File: src/olen_pkg.sv
// Package for the ordered list engine: operation codes, status codes,
// cell control and result types. No dependencies.
`default_nettype none

package olen_pkg;

	// Operation codes carried in the mode field
	localparam logic [1:0] MODE_APPEND = 2'd0;
	localparam logic [1:0] MODE_DELETE = 2'd1;
	localparam logic [1:0] MODE_SEARCH = 2'd2;

	// Result status codes
	typedef enum logic [1:0] {
		ST_DONE      = 2'd0,
		ST_FULL      = 2'd1,
		ST_NOT_FOUND = 2'd2,
		ST_EMPTY     = 2'd3
	} olen_status_t;

	// Commands broadcast from the sequencer to every cell
	typedef struct packed {
		logic cmp;      // compare entry against key, load match flag
		logic scan;     // shift match flags one cell toward the head
		logic append;   // write key into the cell at the tail position
		logic compact;  // cells at or after the hit take the right neighbor's entry
	} olen_cell_ctl_t;

	// One result item, status in the lowest bits
	typedef struct packed {
		logic [4:0]   count;
		logic [3:0]   pos;
		olen_status_t status;
	} olen_result_t;

endpackage

`default_nettype wire

File: src/ordered_list_engine.sv
// Top level of the ordered list engine: sequencer plus a chain of storage cells.
// Depends on olen_pkg, olen_ctrl and olen_cell.
//
//   channel  | dir | tdata bits (low first)                            | tuser
//   s_axis   | in  | [1:0] mode, [33:2] operand_value, [39:34] zero     | -
//   m_axis   | out | [1:0] status, [5:2] found_position,                | -
//            |     | [10:6] entry_count, [15:11] zero                   |
//
// One transaction at a time. Append, the unused mode and a delete or search on an
// empty list finish in the compare state; delete and search on a nonempty list
// also scan, the match flags walking one cell per cycle down the chain to the
// head cell, and then finish in the update state.
// Reset clears the fill count and control; entries need no clearing.
// A result waiting on m_axis does not block acceptance of the next transaction;
// the sequencer holds its finished result until the output register is free.
`default_nettype none

module ordered_list_engine import olen_pkg::*; #(
	parameter int LIST_DEPTH  = 16,
	parameter int VALUE_WIDTH = 32
) (
	input  wire logic        clk,
	input  wire logic        arst_n,
	input  wire logic        s_axis_tvalid,
	output logic             s_axis_tready,
	input  wire logic [39:0] s_axis_tdata,  // mode[1:0], operand_value[33:2], zero
	output logic             m_axis_tvalid,
	input  wire logic        m_axis_tready,
	output logic [15:0]      m_axis_tdata   // status[1:0], found_position[5:2],
	                                        // entry_count[10:6], zero
);

	localparam int CNT_W = $clog2(LIST_DEPTH + 1);
	localparam int IDX_W = $clog2(LIST_DEPTH);

	olen_cell_ctl_t         ctl;
	logic [VALUE_WIDTH-1:0] key;
	logic [CNT_W-1:0]       fill;
	logic [IDX_W-1:0]       hit;
	olen_result_t           res;
	logic [VALUE_WIDTH-1:0] entry [LIST_DEPTH+1];
	logic                   match [LIST_DEPTH+1];

	// Sequencer
	olen_ctrl #(
		.LIST_DEPTH  (LIST_DEPTH),
		.VALUE_WIDTH (VALUE_WIDTH),
		.CNT_W       (CNT_W),
		.IDX_W       (IDX_W)
	) u_ctrl (
		.clk        (clk),
		.arst_n     (arst_n),
		.s_valid    (s_axis_tvalid),
		.s_mode     (s_axis_tdata[1:0]),
		.s_operand  (s_axis_tdata[33:2]),
		.s_ready    (s_axis_tready),
		.head_match (match[0]),
		.ctl        (ctl),
		.key        (key),
		.fill       (fill),
		.hit        (hit),
		.m_valid    (m_axis_tvalid),
		.m_ready    (m_axis_tready),
		.m_res      (res)
	);

	// Terminate the chain past the tail cell
	assign entry[LIST_DEPTH] = '0;
	assign match[LIST_DEPTH] = 1'b0;

	// Cell chain, position 0 is the head
	for (genvar i = 0; i < LIST_DEPTH; i++) begin : g_cell
		olen_cell #(
			.VALUE_WIDTH (VALUE_WIDTH),
			.CNT_W       (CNT_W),
			.IDX_W       (IDX_W),
			.IDX         (i)
		) u_cell (
			.clk       (clk),
			.arst_n    (arst_n),
			.ctl       (ctl),
			.key       (key),
			.fill      (fill),
			.hit       (hit),
			.nxt_entry (entry[i+1]),
			.nxt_match (match[i+1]),
			.entry     (entry[i]),
			.match     (match[i])
		);
	end

	assign m_axis_tdata = {5'b0, res};

endmodule

`default_nettype wire

File: src/olen_cell.sv
// One storage cell of the list chain: holds one entry and one match flag.
// Depends on olen_pkg for the command struct.
`default_nettype none

module olen_cell import olen_pkg::*; #(
	parameter int VALUE_WIDTH = 32,
	parameter int CNT_W       = 5,
	parameter int IDX_W       = 4,
	parameter int IDX         = 0
) (
	input  wire logic                   clk,
	input  wire logic                   arst_n,
	input  wire olen_cell_ctl_t         ctl,
	input  wire logic [VALUE_WIDTH-1:0] key,
	input  wire logic [CNT_W-1:0]       fill,
	input  wire logic [IDX_W-1:0]       hit,
	input  wire logic [VALUE_WIDTH-1:0] nxt_entry,
	input  wire logic                   nxt_match,
	output logic [VALUE_WIDTH-1:0]      entry,
	output logic                        match
);

	localparam logic [CNT_W-1:0] POS_C = CNT_W'(IDX);
	localparam logic [IDX_W-1:0] POS_I = IDX_W'(IDX);

	logic [VALUE_WIDTH-1:0] entry_q;
	logic                   match_q;

	// Store: append at the tail, or close the gap after a delete
	always_ff @(posedge clk) begin
		if (ctl.append && (fill == POS_C)) begin
			entry_q <= key;
		end else if (ctl.compact && (POS_I >= hit)) begin
			entry_q <= nxt_entry;
		end
	end

	// Match flag: load from compare, then shift toward the head
	always_ff @(posedge clk or negedge arst_n) begin
		if (!arst_n) begin
			match_q <= 1'b0;
		end else if (ctl.cmp) begin
			match_q <= (POS_C < fill) && (entry_q == key);
		end else if (ctl.scan) begin
			match_q <= nxt_match;
		end
	end

	assign entry = entry_q;
	assign match = match_q;

endmodule

`default_nettype wire

File: src/olen_ctrl.sv
// Sequencer of the ordered list engine: input capture, fill count, scan of the
// match chain, result register. Depends on olen_pkg.
`default_nettype none

module olen_ctrl import olen_pkg::*; #(
	parameter int LIST_DEPTH  = 16,
	parameter int VALUE_WIDTH = 32,
	parameter int CNT_W       = $clog2(LIST_DEPTH + 1),
	parameter int IDX_W       = $clog2(LIST_DEPTH)
) (
	input  wire logic                   clk,
	input  wire logic                   arst_n,
	input  wire logic                   s_valid,
	input  wire logic [1:0]             s_mode,
	input  wire logic [31:0]            s_operand,
	output logic                        s_ready,
	input  wire logic                   head_match,
	output olen_cell_ctl_t              ctl,
	output logic [VALUE_WIDTH-1:0]      key,
	output logic [CNT_W-1:0]            fill,
	output logic [IDX_W-1:0]            hit,
	output logic                        m_valid,
	input  wire logic                   m_ready,
	output olen_result_t                m_res
);

	localparam logic [CNT_W-1:0] DEPTH_C = CNT_W'(LIST_DEPTH);
	localparam logic [CNT_W-1:0] ONE_C   = CNT_W'(1);

	typedef enum logic [4:0] {
		S_IDLE = 5'b00001,
		S_CMP  = 5'b00010,
		S_SCAN = 5'b00100,
		S_UPD  = 5'b01000,
		S_DONE = 5'b10000
	} state_t;

	state_t                 state_q, state_d;
	logic [1:0]             mode_q;
	logic [VALUE_WIDTH-1:0] key_q;
	logic [CNT_W-1:0]       fill_q;
	logic [IDX_W-1:0]       k_q;
	logic [IDX_W-1:0]       hit_q;
	logic                   found_q;
	olen_result_t           res_q;
	olen_result_t           fin_res;
	logic                   fin;
	logic                   out_v_q;
	olen_result_t           out_res_q;
	logic                   push;
	logic [63:0]            op_ext;

	// Sign-extend the operand, keep the stored width
	assign op_ext = {{32{s_operand[31]}}, s_operand};

	// Sequence one transaction
	always_comb begin
		logic [CNT_W+4:0] cnt_x;
		logic [IDX_W+3:0] hit_x;
		logic [CNT_W-1:0] cnt_new;

		state_d = state_q;
		ctl     = '0;
		fin     = 1'b0;
		cnt_new = fill_q;
		fin_res = '0;
		fin_res.status = ST_DONE;
		hit_x   = {4'b0, hit_q};
		s_ready = 1'b0;

		case (state_q)
			S_IDLE: begin
				s_ready = 1'b1;
				if (s_valid) begin
					state_d = S_CMP;
				end
			end
			S_CMP: begin
				ctl.cmp = 1'b1;
				case (mode_q)
					MODE_APPEND: begin
						fin = 1'b1;
						if (fill_q == DEPTH_C) begin
							fin_res.status = ST_FULL;
						end else begin
							ctl.append = 1'b1;
							cnt_new    = fill_q + ONE_C;
						end
					end
					MODE_DELETE, MODE_SEARCH: begin
						if (fill_q == '0) begin
							fin            = 1'b1;
							fin_res.status = ST_EMPTY;
						end else begin
							state_d = S_SCAN;
						end
					end
					default: begin
						fin = 1'b1;
					end
				endcase
			end
			S_SCAN: begin
				ctl.scan = 1'b1;
				if (CNT_W'(k_q) == fill_q - ONE_C) begin
					state_d = S_UPD;
				end
			end
			S_UPD: begin
				fin = 1'b1;
				if (!found_q) begin
					fin_res.status = ST_NOT_FOUND;
				end else if (mode_q == MODE_DELETE) begin
					ctl.compact = 1'b1;
					cnt_new     = fill_q - ONE_C;
				end else begin
					fin_res.pos = hit_x[3:0];
				end
			end
			S_DONE: begin
				if (!out_v_q || m_ready) begin
					state_d = S_IDLE;
				end
			end
			default: begin
				state_d = S_IDLE;
			end
		endcase

		cnt_x         = {5'b0, cnt_new};
		fin_res.count = cnt_x[4:0];
		if (fin) begin
			state_d = S_DONE;
		end
	end

	assign push = (state_q == S_DONE) && (!out_v_q || m_ready);

	// Control registers
	always_ff @(posedge clk or negedge arst_n) begin
		if (!arst_n) begin
			state_q <= S_IDLE;
			fill_q  <= '0;
			found_q <= 1'b0;
			out_v_q <= 1'b0;
		end else begin
			state_q <= state_d;
			if (ctl.append) begin
				fill_q <= fill_q + ONE_C;
			end else if (ctl.compact) begin
				fill_q <= fill_q - ONE_C;
			end
			if (ctl.cmp) begin
				found_q <= 1'b0;
			end else if (ctl.scan && head_match) begin
				found_q <= 1'b1;
			end
			if (push) begin
				out_v_q <= 1'b1;
			end else if (m_ready) begin
				out_v_q <= 1'b0;
			end
		end
	end

	// Payload registers: operands, scan position, hit, results
	always_ff @(posedge clk) begin
		if (s_ready && s_valid) begin
			mode_q <= s_mode;
			key_q  <= op_ext[VALUE_WIDTH-1:0];
		end
		if (ctl.cmp) begin
			k_q <= '0;
		end else if (ctl.scan) begin
			k_q <= k_q + IDX_W'(1);
			// delete keeps the last match, search keeps the first
			if (head_match && ((mode_q == MODE_DELETE) || !found_q)) begin
				hit_q <= k_q;
			end
		end
		if (fin) begin
			res_q <= fin_res;
		end
		if (push) begin
			out_res_q <= res_q;
		end
	end

	assign key     = key_q;
	assign fill    = fill_q;
	assign hit     = hit_q;
	assign m_valid = out_v_q;
	assign m_res   = out_res_q;

endmodule

`default_nettype wire

File: config.mk
export PLATFORM = sky130hd
export DESIGN_NAME = ordered_list_engine
export DESIGN_NICKNAME = d
export VERILOG_FILES = /design/src/olen_pkg.sv /design/src/ordered_list_engine.sv /design/src/olen_cell.sv /design/src/olen_ctrl.sv
export SDC_FILE = /design/constraint.sdc
export NUM_CORES = 1
export LEC_CHECK = 0
export BUFFER_PORTS_ARGS = -buffer_cell sky130_fd_sc_hd__clkbuf_2
export CAP_MARGIN = 40
export CORE_MARGIN = 3
export CORE_UTILIZATION = 55
export CTS_CLUSTER_SIZE = 16
export DETAILED_ROUTE_END_ITERATION = 7
export PLACE_DENSITY = 0.76
export SLEW_MARGIN = 20
export SYNTH_ARGS = -nofsm -noshare
export SYNTH_HDL_FRONTEND = slang
export SYNTH_SLANG_ARGS = --single-unit
File: constraint.sdc
create_clock -name clk -period 4.65 [get_ports clk]
set_input_delay 0.2325 -clock clk [delete_from_list [all_inputs] [get_ports clk]]
set_output_delay 0.2325 -clock clk [all_outputs]
set_load 0.005 [all_outputs]
-- Word-level counts from Yosys, hierarchy flattened
Cells that the tools add are included.
- register bits: 604
- latch bits: 0
- RAM bits: 0
- memory bits (read-only): 0
- input bits: 44
- output and inout port bits: 18
- word-level logic and storage cells: 311
- memories kept: 0
- add/sub/neg operators: 3
- multipliers: 0
- div/mod/pow operators: 0
- magnitude comparators: 32
- equal/unequal tests: 46
- shifts and indexed selects: 0
- mux-type cells: 99
- bitwise logic cells: 3
- reductions and logical operators: 82
- operator list (kind ; number):
    $mux W32 ; 32
    $eq A32 B32 Y1 ; 16
    $mux W5 ; 12
    $logic_and A1 B1 Y1 ; 52
    $mux W1 ; 48
    $eq A5 B4 Y1 const B ; 9
    $lt A4 B5 Y1 const A ; 8
    $reduce_bool A2 Y1 ; 20
    $ge A4 B4 Y1 const A ; 8
    $eq A5 B3 Y1 const B ; 5
    $pmux W5 S5 ; 1
    $lt A3 B5 Y1 const A ; 4
    $ge A3 B4 Y1 const A ; 4
    $eq A5 B2 Y1 const B ; 3
    $eq A5 B1 Y1 const B ; 2
    $eq A5 B5 Y1 const B ; 2
    $lt A1 B5 Y1 const A ; 2
    $lt A2 B5 Y1 const A ; 2
    $pmux W5 S2 ; 1
    $ge A1 B4 Y1 const A ; 2
    $ge A2 B4 Y1 const A ; 2
    $pmux W2 S2 ; 2
    $ne A3 B1 Y1 const B ; 2
    $ne A3 B2 Y1 const B ; 2
    19 further kinds ; 24

-- Logic depth before layout (Yosys ltp)
- depth after elaboration: 7
- mapped depth: 10
- depth with buffers taken out: 7

-- Hierarchy
A second synthesis with hierarchy kept.
- cells, all modules: 2121
- area, all modules: 32941.6 µm²
- modules (own cells, without submodules) (module ; times used ; cells an instance ; area each (µm²) ; sequential area each (µm²)):
    olen_ctrl ; 1 ; 186 ; 2939.1 ; 2183.3
    olen_cell at g_cell[15].u_cell ; 1 ; 118 ; 1938.1 ; 985.9
    olen_cell at g_cell[1].u_cell ; 1 ; 119 ; 1930.6 ; 985.9
    olen_cell at g_cell[9].u_cell ; 1 ; 119 ; 1929.4 ; 985.9
    olen_cell at g_cell[10].u_cell ; 1 ; 124 ; 1926.8 ; 985.9
    olen_cell at g_cell[6].u_cell ; 1 ; 122 ; 1918.1 ; 985.9
    olen_cell at g_cell[8].u_cell ; 1 ; 121 ; 1911.8 ; 985.9
    olen_cell at g_cell[13].u_cell ; 1 ; 122 ; 1910.6 ; 985.9
    olen_cell at g_cell[4].u_cell ; 1 ; 122 ; 1909.3 ; 985.9
    olen_cell at g_cell[0].u_cell ; 1 ; 121 ; 1908.1 ; 985.9
    olen_cell at g_cell[14].u_cell ; 1 ; 120 ; 1906.8 ; 985.9
    olen_cell at g_cell[2].u_cell ; 1 ; 120 ; 1816.7 ; 985.9
    olen_cell at g_cell[3].u_cell ; 1 ; 121 ; 1801.7 ; 985.9
    olen_cell at g_cell[5].u_cell ; 1 ; 121 ; 1798.0 ; 985.9
    +4 rows ; - ; - ; - ; -

-- Worst setup path before layout
No wires, ideal clock.
- path kind: register to register
- from: reg u_ctrl.state_q[4]
- to: reg g_cell[0].u_cell.entry_q[0], enable pin
- arrival: 4263 ps
- setup slack: -83 ps
- stages on the path, launching flop included: 6
- buffers on the path: 1
- clock period less this slack: 4733 ps
- path through: dfrtp_1 or3_1 or4_1 clkbuf_1 or3_1 o31ai_1
- cells in the longest elaborated chain, start to end: 4
- elaborated cells on any way between the ends: 7
- RTL lines (item ; RTL line ; source):
    start: declaration ; olen_ctrl.sv:38 ; state_t state_q, state_d;
    start signal: assignment ; olen_ctrl.sv:147 ; state_q <= state_d;
    $eq A5 B4 Y1 / $eq A5 B2 Y1 (equally long branches) ; olen_ctrl.sv:71 ; case (state_q)
    $mux W1 ; olen_ctrl.sv:71 ;
    $logic_and A1 B1 Y1 (on tied branches) ; olen_cell.sv:33, olen_cell.sv:31 ;
    $reduce_bool A2 Y1 (no line) (*) ; - ;
    end signal: assignment ; olen_cell.sv:32 ; entry_q <= key;
    end signal: assignment ; olen_cell.sv:34 ; entry_q <= nxt_entry;
    end: declaration ; olen_cell.sv:26 ; logic [VALUE_WIDTH-1:0] entry_q;
Every way passes the cells marked *; elsewhere a longest branch is shown, timed or not.
A chain may end at the register's enable or synchronous reset.

-- Final worst setup path
- from: reg u_ctrl.state_q[4]
- to: reg g_cell[0].u_cell.entry_q[6], enable pin
Same word-level chain as after synthesis.

==> flow_metrics.py <==
metrics = {
    "setup_path": {
        "rr_startpoint": "u_ctrl.state_q[4]$_DFFE_PN0P_",
        "path_buf_inv": 1,
        "cp_data_arrival_time_ps": 3610,
        "crit_family": "simple AND/OR/NAND/NOR gates",
        "start_kind": "flip-flop",
        "path_cells": "or3_1 > or4_1 > or3_1 > o31ai_4 > buf_4",
        "r2r_cells": 5,
        "slowest_stage": "or4_1",
        "rrSetupSlack_ps": 1280,
        "required_ps": 4890,
        "path_max_fanout": 32,
        "cp_common_cell": "or3_1",
        "cp_num_cells": 5,
        "crit_path_start": "u_ctrl.state_q[4]$_DFFE_PN0P_",
        "crit_path_end": "g_cell[0].u_cell.entry[6]$_DFFE_PP_",
        "worstSetupPathType": "flip-flop to flip-flop",
        "crit_path_end_kind": "flip-flop",
        "r2r_end": "g_cell[0].u_cell.entry[6]$_DFFE_PP_",
        "slowest_delay_ps": 880,
    },
    "layout": {
        "syn_to_final_growth_pct": 12.1,
        "antennaDiodeCount": 0,
        "layout_commonest_cell": "edfxtp_1",
        "final_nets": 2340,
        "final_cell_mix": "edfxtp_1 (572), mux2_2 (418), xnor2_1 (346)",
        "fillers": 4240,
        "drive_gt1_share_pct": 29.1,
    },
    "detailed_routing": {
        "first_iter_violations": 1517,
        "first_pass_iters": 5,
        "viasPerCell": 5.98,
        "drt_wl_total_mm": 78.6,
        "route.detailed.drc": 0,
        "wire_per_inst_um": 25.5,
        "ant_nets": 0,
        "route.vias.total": 18500,
    },
    "global_routing": {
        "track_usage_pct": 26.4,
        "antenna_found_initial": 0,
        "grt_pass1_vias": 19200,
        "grt_first_pass_wirelength_mm": 120,
        "grt_overflow": 0,
        "grt_max_degree": 37,
    },
    "die": {
        "die_width_um": 245,
        "dieArea_um2": 60000,
        "io_pins": 62,
        "fp.coreArea_um2": 55700,
        "num_rows": 86,
        "initial_utilization_pct": 56.3,
        "die_y_um": 245,
    },
    "yosys": {
        "yosys_register_bits": 604,
        "syn_inst": 2233,
        "synthFlopType": "edfxtp_1",
        "async_flop_share_pct": 4.64,
        "synth_area_leaders": "edfxtp_1 (55%), mux2_2 (15%), xnor2_1 (9.7%)",
        "ys.warnings.count": 0,
        "yosysSeqAreaShare_pct": 57.2,
        "syn_area_um2": 31400,
        "syn_area_per_cell_um2": 14.1,
        "yosysTopAreaCell": "edfxtp_1",
        "synth_edf_count": 572,
        "yosysUniqueCellTypes": 56,
        "synth_top_area_share_pct": 54.7,
    },
    "clocking": {
        "cts_htree_levels": 3,
        "clock_latency_ps": 610,
        "root_buffer": "clkbuf_16",
        "cts_tree": "built",
        "cts_sinks": 604,
        "cts_setup_buffers": 0,
        "cts_buffers": 66,
        "cts.clk_slew.worst_paths_ps": 60,
        "clk_path_buf_depth": 3,
    },
    "timing": {
        "worst_slew_pin_slew_ps": 824,
        "fin_skew_ps": 24.6,
        "final.min_clock_period_ps": 3370,
        "tns_ps": 0,
        "finalHoldViolCount": 0,
        "slew_headroom_pct": 45.1,
        "rsz0062_at_grt": "no",
        "max_freq_ghz": 0.297,
        "finalSetupViolCount": 0,
        "slew_viol_final": 0,
        "finalWorstSetupSlack_ps": 1280,
        "fin_crit_sh_pct": 72.5,
    },
    "run": {
        "cap_violations": 0,
    },
    "run_status": {
        "status": "finished clean",
    },
    "power_and_ir_drop": {
        "ir_drop_v": 0.000507,
        "p_per_area_nw_per_um2": 406,
        "p_leak_nw": 10.5,
    },
    "placement": {
        "place_ws_ps": 1120,
        "place.gp.congestion": 0.901,
        "port_buffers": 50,
        "hpwlAfterDp_mm": 55.6,
    },
    "worst_hold_path": {
        "min_path_type": "input pin to flip-flop",
    },
}
[power breakdown]
| group | internal [W] | total [W] | switching (W) |
|---|---|---|---|
| sequential | 0.00610 | 0.00638 | 0.000278 |
| clock | 0.00294 | 0.00512 | 0.00218 |
| combinational | 0.00104 | 0.00280 | 0.00176 |
| total | 0.0101 | 0.0143 | 0.00422 |
[state kept, by name, indices dropped and copies added (netlist names)]
register / cells
u_ctrl.mode_q: 2
g_cell.u_cell.match: 16
u_ctrl.key: 32
g_cell.u_cell.entry: 512
u_ctrl.found_q: 1
u_ctrl.m_res: 11
u_ctrl.m_valid: 1
u_ctrl.state_q: 5
u_ctrl.k_q: 4
u_ctrl.fill: 5
u_ctrl.res_q: 11
u_ctrl.hit: 4
[through the flow]
step / total power [W] / util [%] / cell area, um2 / std cells / hold WS (ps)
2_1_floorplan: 0.00820 / - / 31400 / 2237 / -63.1
3_3_place_gp: 0.00910 / 58.2 / 32400 / 2912 / 332
3_5_place_dp: 0.00921 / 58.5 / 32600 / 2923 / 340
4_1_cts: 0.0143 / 62.9 / 35100 / 3080 / 234
5_1_grt: 0.0148 / 63.1 / 35200 / 3087 / 335
6_report: 0.0143 / 63.1 / 35200 / 3087 / 339
[cell usage after synthesis (2+ instances only)]
cell,number
edfxtp_1,572
mux2_2,418
xnor2_1,346
xor2_1,179
clkbuf_1,135
nand4_1,99
mux2_1,62
nor4_1,60
and3_1,38
buf_1,31
buf_2,31
nand2_1,29
dfrtp_1,27
nor2_1,24
o21ai_0,21
nand3_1,19
a21oi_1,13
mux2i_1,12
nor3_1,11
buf_4,10
inv_1,10
ha_1,9
o22ai_1,9
and2_1,7
or3_1,6
nand2b_1,5
a31oi_1,4
dfxtp_1,4
nor2b_1,4
a21o_1,3
o211ai_1,3
o21a_1,3
or4_1,3
nand2_2,2
o2111ai_1,2
o31ai_1,2
[worst min path at each step]
| stage | endpoint | slack (ps) | from | cells past startpoint |
|---|---|---|---|---|
| 2_1_floorplan | g_cell[0].u_cell.match$_DFFE_PN0N_ | -60 | arst_n | 0 |
| 3_3_place_gp | u_ctrl.m_valid$_DFFE_PN0P_ | 330 | arst_n | 1 |
| 3_5_place_dp | u_ctrl.m_valid$_DFFE_PN0P_ | 340 | arst_n | 1 |
| 4_1_cts | u_ctrl.m_valid$_DFFE_PN0P_ | 230 | arst_n | 2 |
| 5_1_grt | u_ctrl.key[16]$_DFFE_PP_ | 340 | s_axis_tdata[18] | 2 |
| 6_report | u_ctrl.key[18]$_DFFE_PP_ | 340 | s_axis_tdata[20] | 2 |
[worst register-to-register path: cells and delay by family, from the launching register on]
family / cells / cell delay (ps)
AOI/OAI and AO/OA: 1 / 190
buffers and inverters: 1 / 420
DFF: 1 / 420
and+or+nand+nor: 3 / 1960
[area by class of cell]
type                       instances  area [um2]  share of cell area (%)
sequential                       604       18000                    51.0
multi-input combinational       1416       12600                    35.9
clock buffer                      78        1720                    4.88
timing repair buffer             189        1550                    4.41
tap                              748         936                    2.66
clock inverter                    42         365                    1.04
inverter                          10        37.5                   0.107
[kinds of logic (layout without fill, tap and decap cells)]
family / count (synthesis) / in the layout / synth area share (%)
other cells: 1 / 5 / 0.0120
buf+inv: 217 / 319 / 2.84
mux: 492 / 492 / 17.6
fa+ha+maj: 9 / 9 / 0.359
compound gates: 72 / 72 / 1.46
flops: 604 / 604 / 57.2
simple gates: 313 / 313 / 5.84
xor+xnor: 525 / 525 / 14.7
[metal layers]
layer | vias up | wire (um) | GRT usage (%)
met5 | - | 0 | 0
met4 | 0 | 3190 | 11.2
met1 | 9389 | 31700 | 33.7
met2 | 589 | 39700 | 45.6
met3 | 173 | 4040 | 3.56
li1 | 8323 | - | -
[timing repair]
item,in CTS,in global routing
resized for setup,0,0
hold buffers,37,1
hold endpoints to repair,65,1
setup endpoints to repair,0,0
(Power assumes the default switching activity.)
